`src/kdr_pkg.sv`:
```
// Shared types and constants for the multi-key debounce / repeat / long-press block.
// Holds the transaction payload structs, the per-key state entry and the sequencer states.
// No dependencies; every other file in src imports this package.
package kdr_pkg;

    localparam int NUM_KEYS        = 7;
    localparam int RESET_KEY_INDEX = 6;
    localparam int TIME_W          = 32;
    localparam int KEY_W           = $clog2(NUM_KEYS);
    localparam int CFG_W           = 16;
    localparam int CFG_IDX_W       = 3;

    // Level of a key that is not pressed (inputs are active low)
    localparam logic KEY_RELEASED = 1'b1;

    typedef logic [TIME_W-1:0] tick_t;

    // Configuration register indexes
    localparam logic [CFG_IDX_W-1:0] CFG_SCAN_INTERVAL     = 3'd0;
    localparam logic [CFG_IDX_W-1:0] CFG_DEBOUNCE_TIME     = 3'd1;
    localparam logic [CFG_IDX_W-1:0] CFG_REPEAT_DELAY      = 3'd2;
    localparam logic [CFG_IDX_W-1:0] CFG_REPEAT_INTERVAL   = 3'd3;
    localparam logic [CFG_IDX_W-1:0] CFG_HOLD_TIME         = 3'd4;
    localparam logic [CFG_IDX_W-1:0] CFG_SYSTEM_RESET_TIME = 3'd5;
    localparam logic [CFG_IDX_W-1:0] CFG_REPEAT_ENABLE     = 3'd6;

    typedef enum logic [1:0] {
        EV_PRESS      = 2'd0,
        EV_HOLD       = 2'd1,
        EV_SYS_RESET  = 2'd2,
        EV_REPEAT     = 2'd3
    } ev_kind_t;

    typedef struct packed {
        tick_t               scan_time;
        logic [NUM_KEYS-1:0] raw_levels;
    } in_item_t;

    typedef struct packed {
        logic [KEY_W-1:0] key_index;
        ev_kind_t         event_kind;
        tick_t            event_time;
        logic             last_of_scan;
    } out_item_t;

    typedef struct packed {
        logic [CFG_W-1:0]    scan_interval;
        logic [CFG_W-1:0]    debounce_time;
        logic [CFG_W-1:0]    repeat_delay;
        logic [CFG_W-1:0]    repeat_interval;
        logic [CFG_W-1:0]    hold_time;
        logic [CFG_W-1:0]    system_reset_time;
        logic [NUM_KEYS-1:0] repeat_enable_mask;
    } cfg_t;

    // Per-key state kept in the key memory
    typedef struct packed {
        logic  raw_level;
        logic  stable_level;
        tick_t raw_change_stamp;
        tick_t press_stamp;
        tick_t repeat_deadline;
        logic  hold_done;
        logic  system_reset_done;
    } key_entry_t;

    localparam key_entry_t KEY_ENTRY_RESET = '{
        raw_level:         KEY_RELEASED,
        stable_level:      KEY_RELEASED,
        raw_change_stamp:  '0,
        press_stamp:       '0,
        repeat_deadline:   '0,
        hold_done:         1'b0,
        system_reset_done: 1'b0
    };

    // Events raised by one key visit, in emission order press, long, sys, repeat
    typedef struct packed {
        logic press;
        logic hold_evt;
        logic sys_reset;
        logic auto_rep;
    } ev_flags_t;

    typedef enum logic [2:0] {
        ST_IDLE,
        ST_CHECK,
        ST_EVAL,
        ST_EMIT,
        ST_FLUSH
    } seq_state_t;

endpackage

```
`src/kdr_cfg_regs.sv`:
```
// Configuration register bank: seven write-only registers with their reset values.
// Depends on kdr_pkg for cfg_t and the register index constants.
module kdr_cfg_regs (
    input  logic                      aclk,
    input  logic                      aresetn,
    input  logic                      cfg_we,
    input  logic [kdr_pkg::CFG_IDX_W-1:0] cfg_addr,
    input  logic [kdr_pkg::CFG_W-1:0] cfg_wdata,
    output kdr_pkg::cfg_t             cfg
);
    import kdr_pkg::*;

    cfg_t cfg_reg;

    // Load defaults at reset, then take single-register writes
    always_ff @(posedge aclk) begin
        if (!aresetn) begin
            cfg_reg.scan_interval      <= 16'd10;
            cfg_reg.debounce_time      <= 16'd20;
            cfg_reg.repeat_delay       <= 16'd500;
            cfg_reg.repeat_interval    <= 16'd100;
            cfg_reg.hold_time          <= 16'd1000;
            cfg_reg.system_reset_time  <= 16'd5000;
            cfg_reg.repeat_enable_mask <= 7'd15;
        end else if (cfg_we) begin
            case (cfg_addr)
                CFG_SCAN_INTERVAL:     cfg_reg.scan_interval     <= cfg_wdata;
                CFG_DEBOUNCE_TIME:     cfg_reg.debounce_time     <= cfg_wdata;
                CFG_REPEAT_DELAY:      cfg_reg.repeat_delay      <= cfg_wdata;
                CFG_REPEAT_INTERVAL:   cfg_reg.repeat_interval   <= cfg_wdata;
                CFG_HOLD_TIME:         cfg_reg.hold_time         <= cfg_wdata;
                CFG_SYSTEM_RESET_TIME: cfg_reg.system_reset_time <= cfg_wdata;
                CFG_REPEAT_ENABLE:
                    cfg_reg.repeat_enable_mask <= cfg_wdata[NUM_KEYS-1:0];
                default: ;
            endcase
        end
    end

    assign cfg = cfg_reg;

endmodule

```
`src/kdr_key_mem.sv`:
```
// Per-key state memory: one entry per key, one write and one registered read per cycle.
// Valid bits make never-written entries read as the reset entry. Depends on kdr_pkg.
module kdr_key_mem (
    input  logic                      aclk,
    input  logic                      aresetn,
    input  logic                      rd_en,
    input  logic [kdr_pkg::KEY_W-1:0] rd_addr,
    output kdr_pkg::key_entry_t       rd_entry,
    input  logic                      wr_en,
    input  logic [kdr_pkg::KEY_W-1:0] wr_addr,
    input  kdr_pkg::key_entry_t       wr_entry
);
    import kdr_pkg::*;

    key_entry_t          mem [NUM_KEYS];
    key_entry_t          rd_data_reg;
    logic [NUM_KEYS-1:0] valid_reg;
    logic                rd_valid_reg;

    // Write port
    always_ff @(posedge aclk) begin
        if (wr_en) begin
            mem[wr_addr] <= wr_entry;
        end
    end

    // Read port, registered
    always_ff @(posedge aclk) begin
        if (rd_en) begin
            rd_data_reg <= mem[rd_addr];
        end
    end

    // Track which entries have been written since reset
    always_ff @(posedge aclk) begin
        if (!aresetn) begin
            valid_reg    <= '0;
            rd_valid_reg <= 1'b0;
        end else begin
            if (wr_en) begin
                valid_reg[wr_addr] <= 1'b1;
            end
            if (rd_en) begin
                rd_valid_reg <= valid_reg[rd_addr];
            end
        end
    end

    assign rd_entry = rd_valid_reg ? rd_data_reg : KEY_ENTRY_RESET;

endmodule

```
`src/kdr_key_eval.sv`:
```
// Per-key update: debounce, press detection, long-press, system-reset and auto-repeat.
// Pure combinational read-modify step on one memory entry. Depends on kdr_pkg.
module kdr_key_eval (
    input  logic [kdr_pkg::KEY_W-1:0] key,
    input  kdr_pkg::tick_t            now,
    input  logic                      raw,
    input  kdr_pkg::cfg_t             cfg,
    input  kdr_pkg::key_entry_t       entry,
    output kdr_pkg::key_entry_t       entry_next,
    output kdr_pkg::ev_flags_t        ev
);
    import kdr_pkg::*;

    tick_t raw_stamp;
    tick_t since_raw;
    tick_t since_press;
    tick_t past_deadline;
    logic  is_reset_key;
    logic  rep_en;
    logic  debounced;

    assign raw_stamp     = (raw != entry.raw_level) ? now : entry.raw_change_stamp;
    assign since_raw     = now - raw_stamp;
    assign since_press   = now - entry.press_stamp;
    assign past_deadline = now - entry.repeat_deadline;
    assign is_reset_key  = (key == KEY_W'(RESET_KEY_INDEX));
    assign rep_en        = cfg.repeat_enable_mask[key];
    assign debounced     = (raw != entry.stable_level) &&
                           (since_raw >= tick_t'(cfg.debounce_time));

    always_comb begin
        entry_next                  = entry;
        entry_next.raw_level        = raw;
        entry_next.raw_change_stamp = raw_stamp;
        ev                          = '0;

        if (debounced) begin
            // Take the new stable level; a press arms timers and clears flags
            entry_next.stable_level = raw;
            if (raw != KEY_RELEASED) begin
                entry_next.press_stamp       = now;
                entry_next.repeat_deadline   = now + tick_t'(cfg.repeat_delay);
                entry_next.hold_done         = 1'b0;
                entry_next.system_reset_done = 1'b0;
                ev.press                     = 1'b1;
            end
        end else if (entry.stable_level != KEY_RELEASED) begin
            // Held key: check hold timers and the repeat deadline
            if (is_reset_key && !entry.hold_done &&
                since_press >= tick_t'(cfg.hold_time)) begin
                entry_next.hold_done = 1'b1;
                ev.hold_evt          = 1'b1;
            end
            if (is_reset_key && !entry.system_reset_done &&
                since_press >= tick_t'(cfg.system_reset_time)) begin
                entry_next.system_reset_done = 1'b1;
                ev.sys_reset                 = 1'b1;
            end
            if (rep_en && !past_deadline[TIME_W-1]) begin
                entry_next.repeat_deadline = now + tick_t'(cfg.repeat_interval);
                ev.auto_rep                = 1'b1;
            end
        end
    end

endmodule

```
`src/multi_key_debounce_repeat_longpress.sv`:
```
// Multi-key debouncer with press, auto-repeat, long-press and system-reset events.
// Top level: scan sequencer and output staging. Depends on kdr_pkg, kdr_cfg_regs,
// kdr_key_mem and kdr_key_eval.
// Usage:
//   s_* carries one poll per transaction: a millisecond tick and seven active-low
//   key levels. m_* carries one event per transaction; last_of_scan marks the
//   final event of a scan. A poll closer than scan_interval to the previous
//   accepted scan produces nothing. cfg_we/cfg_addr/cfg_wdata write the seven
//   configuration registers and must only be used while the block is idle.
//   Steps: a poll is first checked against the scan interval, then the keys are
//   visited in turn (a read of the per-key state memory overlapped with the
//   write-back of the previous key), with one more step per event raised and a
//   final step to close the scan.
//   Each event is held back one step so last_of_scan is known; an event reaches
//   m_* only when the next event or the close of the scan pushes it out.
//   A full output register lets the sequencer run on; it only waits when a
//   further event must be handed over while m_ready stays low.
//   Reset (aresetn low, synchronous) restores register defaults, marks all keys
//   released with zeroed timers and drops any event not yet delivered.
module multi_key_debounce_repeat_longpress (
    input  logic                          aclk,
    input  logic                          aresetn,
    input  logic                          s_valid,
    output logic                          s_ready,
    input  kdr_pkg::in_item_t             s_data,
    output logic                          m_valid,
    input  logic                          m_ready,
    output kdr_pkg::out_item_t            m_data,
    input  logic                          cfg_we,
    input  logic [kdr_pkg::CFG_IDX_W-1:0] cfg_addr,
    input  logic [kdr_pkg::CFG_W-1:0]     cfg_wdata
);
    import kdr_pkg::*;

    seq_state_t          state_reg, state_next;
    logic [KEY_W-1:0]    key_reg, key_next;
    tick_t               now_reg;
    logic [NUM_KEYS-1:0] levels_reg;
    tick_t               last_scan_reg;
    ev_flags_t           ev_reg;
    logic                pend_valid_reg;
    out_item_t           pend_reg;
    logic                m_valid_reg;
    out_item_t           m_data_reg;

    cfg_t       cfg;
    key_entry_t rd_entry;
    key_entry_t entry_next;
    ev_flags_t  ev_now;
    ev_flags_t  ev_rest;
    ev_kind_t   ev_kind_sel;
    out_item_t  push_item;

    logic scan_due;
    logic key_last;
    logic out_free;
    logic emit_go;
    logic flush_go;
    logic push_out;
    logic rd_en;
    logic wr_en;

    kdr_cfg_regs u_cfg (
        .aclk      (aclk),
        .aresetn   (aresetn),
        .cfg_we    (cfg_we),
        .cfg_addr  (cfg_addr),
        .cfg_wdata (cfg_wdata),
        .cfg       (cfg)
    );

    kdr_key_mem u_mem (
        .aclk     (aclk),
        .aresetn  (aresetn),
        .rd_en    (rd_en),
        .rd_addr  (key_next),
        .rd_entry (rd_entry),
        .wr_en    (wr_en),
        .wr_addr  (key_reg),
        .wr_entry (entry_next)
    );

    kdr_key_eval u_eval (
        .key        (key_reg),
        .now        (now_reg),
        .raw        (levels_reg[key_reg]),
        .cfg        (cfg),
        .entry      (rd_entry),
        .entry_next (entry_next),
        .ev         (ev_now)
    );

    // Status terms
    assign scan_due = (now_reg - last_scan_reg) >= tick_t'(cfg.scan_interval);
    assign key_last = (key_reg == KEY_W'(NUM_KEYS - 1));
    assign out_free = !m_valid_reg || m_ready;

    // Pick the next pending event of the current key, in emission order
    always_comb begin
        ev_rest     = ev_reg;
        ev_kind_sel = EV_REPEAT;
        if (ev_reg.press) begin
            ev_kind_sel   = EV_PRESS;
            ev_rest.press = 1'b0;
        end else if (ev_reg.hold_evt) begin
            ev_kind_sel      = EV_HOLD;
            ev_rest.hold_evt = 1'b0;
        end else if (ev_reg.sys_reset) begin
            ev_kind_sel       = EV_SYS_RESET;
            ev_rest.sys_reset = 1'b0;
        end else begin
            ev_rest.auto_rep = 1'b0;
        end
    end

    // Next state
    always_comb begin
        state_next = state_reg;
        case (state_reg)
            ST_IDLE: begin
                if (s_valid) state_next = ST_CHECK;
            end
            ST_CHECK: begin
                state_next = scan_due ? ST_EVAL : ST_IDLE;
            end
            ST_EVAL: begin
                if (|ev_now)       state_next = ST_EMIT;
                else if (key_last) state_next = ST_FLUSH;
            end
            ST_EMIT: begin
                if (emit_go && !(|ev_rest)) state_next = key_last ? ST_FLUSH : ST_EVAL;
            end
            ST_FLUSH: begin
                if (flush_go || !pend_valid_reg) state_next = ST_IDLE;
            end
            default: state_next = ST_IDLE;
        endcase
    end

    // Control outputs
    always_comb begin
        s_ready  = (state_reg == ST_IDLE);
        emit_go  = (state_reg == ST_EMIT) && (!pend_valid_reg || out_free);
        flush_go = (state_reg == ST_FLUSH) && pend_valid_reg && out_free;
        push_out = (emit_go && pend_valid_reg) || flush_go;
        wr_en    = (state_reg == ST_EVAL);
        rd_en    = (state_next == ST_EVAL);
        key_next = key_reg;
        case (state_reg)
            ST_CHECK: key_next = '0;
            ST_EVAL: begin
                if (!(|ev_now) && !key_last) key_next = key_reg + 1'b1;
            end
            ST_EMIT: begin
                if (emit_go && !(|ev_rest) && !key_last) key_next = key_reg + 1'b1;
            end
            default: key_next = key_reg;
        endcase
    end

    // Mark the held-back event as last only when the scan closes
    always_comb begin
        push_item              = pend_reg;
        push_item.last_of_scan = (state_reg == ST_FLUSH);
    end

    // Sequencer and handshake state
    always_ff @(posedge aclk) begin
        if (!aresetn) begin
            state_reg      <= ST_IDLE;
            key_reg        <= '0;
            last_scan_reg  <= '0;
            ev_reg         <= '0;
            pend_valid_reg <= 1'b0;
            m_valid_reg    <= 1'b0;
        end else begin
            state_reg <= state_next;
            key_reg   <= key_next;
            if (state_reg == ST_CHECK && scan_due) begin
                last_scan_reg <= now_reg;
            end
            if (state_reg == ST_EVAL) begin
                ev_reg <= ev_now;
            end else if (emit_go) begin
                ev_reg <= ev_rest;
            end
            if (emit_go) begin
                pend_valid_reg <= 1'b1;
            end else if (flush_go) begin
                pend_valid_reg <= 1'b0;
            end
            if (push_out) begin
                m_valid_reg <= 1'b1;
            end else if (m_ready) begin
                m_valid_reg <= 1'b0;
            end
        end
    end

    // Payload: capture the poll, stage the held-back event, load the output
    always_ff @(posedge aclk) begin
        if (s_valid && s_ready) begin
            now_reg    <= s_data.scan_time;
            levels_reg <= s_data.raw_levels;
        end
        if (emit_go) begin
            pend_reg.key_index    <= key_reg;
            pend_reg.event_kind   <= ev_kind_sel;
            pend_reg.event_time   <= now_reg;
            pend_reg.last_of_scan <= 1'b0;
        end
        if (push_out) begin
            m_data_reg <= push_item;
        end
    end

    assign m_valid = m_valid_reg;
    assign m_data  = m_data_reg;

endmodule

```
`config.mk`:
```
export PLATFORM = sky130hd
export DESIGN_NAME = multi_key_debounce_repeat_longpress
export DESIGN_NICKNAME = d
export VERILOG_FILES = /design/src/kdr_pkg.sv /design/src/kdr_cfg_regs.sv /design/src/kdr_key_mem.sv /design/src/kdr_key_eval.sv /design/src/multi_key_debounce_repeat_longpress.sv
export SDC_FILE = /design/constraint.sdc
export NUM_CORES = 2
export LEC_CHECK = 0
export BUFFER_PORTS_ARGS = -buffer_cell sky130_fd_sc_hd__buf_4
export CELL_PAD_IN_SITES_DETAIL_PLACEMENT = 0
export CELL_PAD_IN_SITES_GLOBAL_PLACEMENT = 2
export CORE_MARGIN = 2
export CORE_UTILIZATION = 44
export DETAILED_ROUTE_END_ITERATION = 7
export GPL_ROUTABILITY_DRIVEN = 1
export PLACE_DENSITY_LB_ADDON = 0.1
export RECOVER_POWER = 50
export SKIP_CTS_REPAIR_TIMING = 1
export SLEW_MARGIN = 10
export SYNTH_ARGS = -nofsm -noshare
export SYNTH_HDL_FRONTEND = slang
export SYNTH_SLANG_ARGS = --single-unit
```
`constraint.sdc`:
```
create_clock -name aclk -period 17.4 [get_ports aclk]
set_input_delay 1.74 -clock aclk [delete_from_list [all_inputs] [get_ports aclk]]
set_output_delay 1.74 -clock aclk [all_outputs]
set_load 0.02 [all_outputs]
```
==> qor.json <==
{
  "detailed_routing": {
    "detail_route.wl_per_cell_microns": 25.7,
    "dr.pass1.iters": 5,
    "drc": 0,
    "detail-route-antenna-nets": 0,
    "vias": 35100,
    "viasPerCell": 5.77,
    "drt_iter0_markers": 2905,
    "routed_wirelength_microns": 157000
  },
  "synth": {
    "async_reset_ff_share_pct": 0,
    "synthDistinctLibCells": 98,
    "synth-edff-count": 914,
    "post_synth_instance_area_sq_um": 51700,
    "synth.top_cells.by_area": "edfxtp_1 (53%), mux2i_1 (6.8%), dfxtp_1 (6.0%)",
    "ys.flop_type": "edfxtp_1",
    "netlist.top_cell.by_area": "edfxtp_1",
    "synth.ff_latch_count": 1069,
    "synthesis.yosys.warnings": 0,
    "synth_top_area_share_pct": 53.1,
    "postSynthCellCount": 4385,
    "synthesis.nets": 4663,
    "syn_area_per_cell_sq_um": 11.8,
    "sequential_element_share_of_the_synthesized_area_pct": 59.1
  },
  "timing": {
    "hold_slack_ps": 412,
    "slew_violations": 1175,
    "fin_tns_setup_ps": 0,
    "timing_hold_violations_final": 0,
    "slew_headroom_pct": -460,
    "fin_worst_skew_ps": 38.1,
    "setup_viol_count_final": 0,
    "rsz_0062_raised_after_global_routing": "false",
    "worst-slew-pin-transition_ps": 8410,
    "fmax_mhz": 82.7,
    "timing.final.crit_period_ps": 12090,
    "period_share_pct": 69.5
  },
  "floorplanning": {
    "die_height_microns": 347,
    "placeableCoreArea_sq_um": 116000,
    "die_w_microns": 347,
    "row_count": 125,
    "floorplan.io_pins": 103,
    "die_footprint_sq_um": 120000,
    "initial_core_util_pct": 44.5
  },
  "setup_path": {
    "critical_path_required_ps": 17880,
    "criticalPathCategory": "flip-flop to flip-flop",
    "cp_slowest_stage_delay_ps": 1390,
    "critical_path.endpoint_type": "flip-flop",
    "crit_path_start_kind": "flip-flop",
    "critical-path-slowest-cell": "clkinvlp_2",
    "critPathMaxFanout": 68,
    "cp_data_arrival_time_ps": 12560,
    "cp_common_cell": "buf_4"
  },
  "pwr": {
    "total_power_per_unit_cell_area_nw_per_um2": 113,
    "worst_ir_drop_vdd_mv": 0.0975,
    "power.leakage_nw": 22.0,
    "p_total_w": 0.00650
  },
  "placed_design": {
    "place.detailed.hpwl_microns": 98900,
    "number_of_buffers_inserted_by_port_buffering": 102,
    "place.gp.congestion": 0.851,
    "place_area_sq_um": 54100
  },
  "global_routing": {
    "globalRouteMet2Util_pct": 42.0,
    "groute.usage.overall_pct": 25.7,
    "grt.overflow.total": 0,
    "grtUsageMet3_pct": 3.77,
    "number_of_global_route_vias_before_repair": 33700,
    "antenna_violations_before_repair": 13,
    "top_usage_layer_grt": "met2",
    "grt_first_pass_wirelength_microns": 228000,
    "grt.met1_usage_pct": 35.6,
    "grt_start_max_net_pins": 122
  },
  "status": {
    "run_status": "finished with violations",
    "failed_checks": "max-capacitance violations, max-slew violations"
  },
  "layout": {
    "final_core_utilization_pct": 49.3,
    "layout_commonest_cell": "edfxtp_1",
    "multi_input_area_sq_um": 19400,
    "commonest_cells_after_routing_fill_and_taps_aside": "edfxtp_1 (914), nand2_1 (495), mux2i_1 (349)",
    "seqCellArea_sq_um": 30600,
    "num-fill-cells": 10600,
    "layout.cell_area.non_filler_sq_um": 57300,
    "design.final.nets": 4741,
    "final_layout_size_suffix_gt1_share_pct": 7.00,
    "largest_register_ffs": 700,
    "layout-area-overhead-vs-synth_pct": 10.9
  },
  "cts": {
    "cts_buffer_depth": 3,
    "cts_root_buffer": "clkbuf_16",
    "htree_num_levels": 3,
    "number_of_cts_inserted_buffers": 112,
    "tritoncts": "done",
    "cts.sink_count": 1069,
    "clock_latency_ps": 730,
    "cts.clk_slew.worst_paths_ps": 60
  },
  "job": {
    "max-cap-violations": 32
  },
  "hold_path": {
    "hp-class": "flip-flop to flip-flop"
  }
}
## final cells by class
| cell class | instances | share of cell area [%] |
|---|---|---|
| flip-flops and latches | 1069 | 53.3 |
| well taps | 1524 | 3.33 |
| inverters | 186 | 1.22 |
| repair buffers | 186 | 1.86 |
| clock inverters | 75 | 1.30 |
| diodes | 2 | 0.00873 |
| multi-input cells | 2908 | 33.9 |
| clock buffers | 136 | 5.10 |
## kinds of logic after synthesis
| group | Yosys count | synth area share, % |
|---|---|---|
| multiplexers | 353 | 6.88 |
| adder cells (fa/ha/maj) | 215 | 5.26 |
| flip-flops | 1069 | 59.1 |
| buffers and inverters | 408 | 3.51 |
| XOR/XNOR | 114 | 1.98 |
| AND/OR/NAND/NOR | 1135 | 9.63 |
| AO/OA/AOI/OAI | 1091 | 13.7 |
## stage by stage
step                instances  setup WS [ps]
floorplan                4385           3740
global placement         5871           6660
detailed placement       5871           6470
CTS                      6082           6460
global route             6084           4370
finish                   6086           5310
## path summary, 6_finish.rpt
check          startpoint                     to  slack (ps)  depth (start not counted)
min reg2reg  pend_reg[31]             m_data[31]         410                          0
max            key_reg[1]  u_mem.rd_data_reg[37]        5310                         29
max reg2reg    key_reg[1]  u_mem.rd_data_reg[37]        5310                         29
min          pend_reg[31]             m_data[31]         410                          0
## cell usage after synthesis (40+ instances only)
cell / count
edfxtp_1: 914
nand2_1: 495
mux2i_1: 349
a21oi_1: 340
nor2_1: 321
ha_1: 211
inv_1: 183
a21o_1: 176
o21ai_0: 160
dfxtp_1: 155
clkbuf_1: 150
o22ai_1: 118
nand3_1: 66
xnor2_1: 66
nor3_1: 55
xor2_1: 46
nand2b_1: 40
## layer usage
layer | share of wire, % | up-vias | wire, microns
met5 | 0.022 | - | 34
met2 | 47 | 1021 | 73200
met1 | 44 | 17400 | 69200
met3 | 6.2 | 213 | 9720
li1 | - | 16400 | -
met4 | 2.8 | 6 | 4460
## power by group
group          switching (W)  total, W  internal [W]
registers          0.0000502   0.00298       0.00293
logic               0.000728   0.00113      0.000404
clock network        0.00102   0.00238       0.00136
## critical path: cells and delay by family (launching register included)
kind / cells / cell delay, ps
fa+ha+maj: 2 / 680
flops: 1 / 870
simple gates: 7 / 2200
buf+inv: 5 / 3830
xor+xnor: 2 / 690
compound gates: 11 / 2520
mux: 2 / 930
Power figures use the tool's default switching activity.
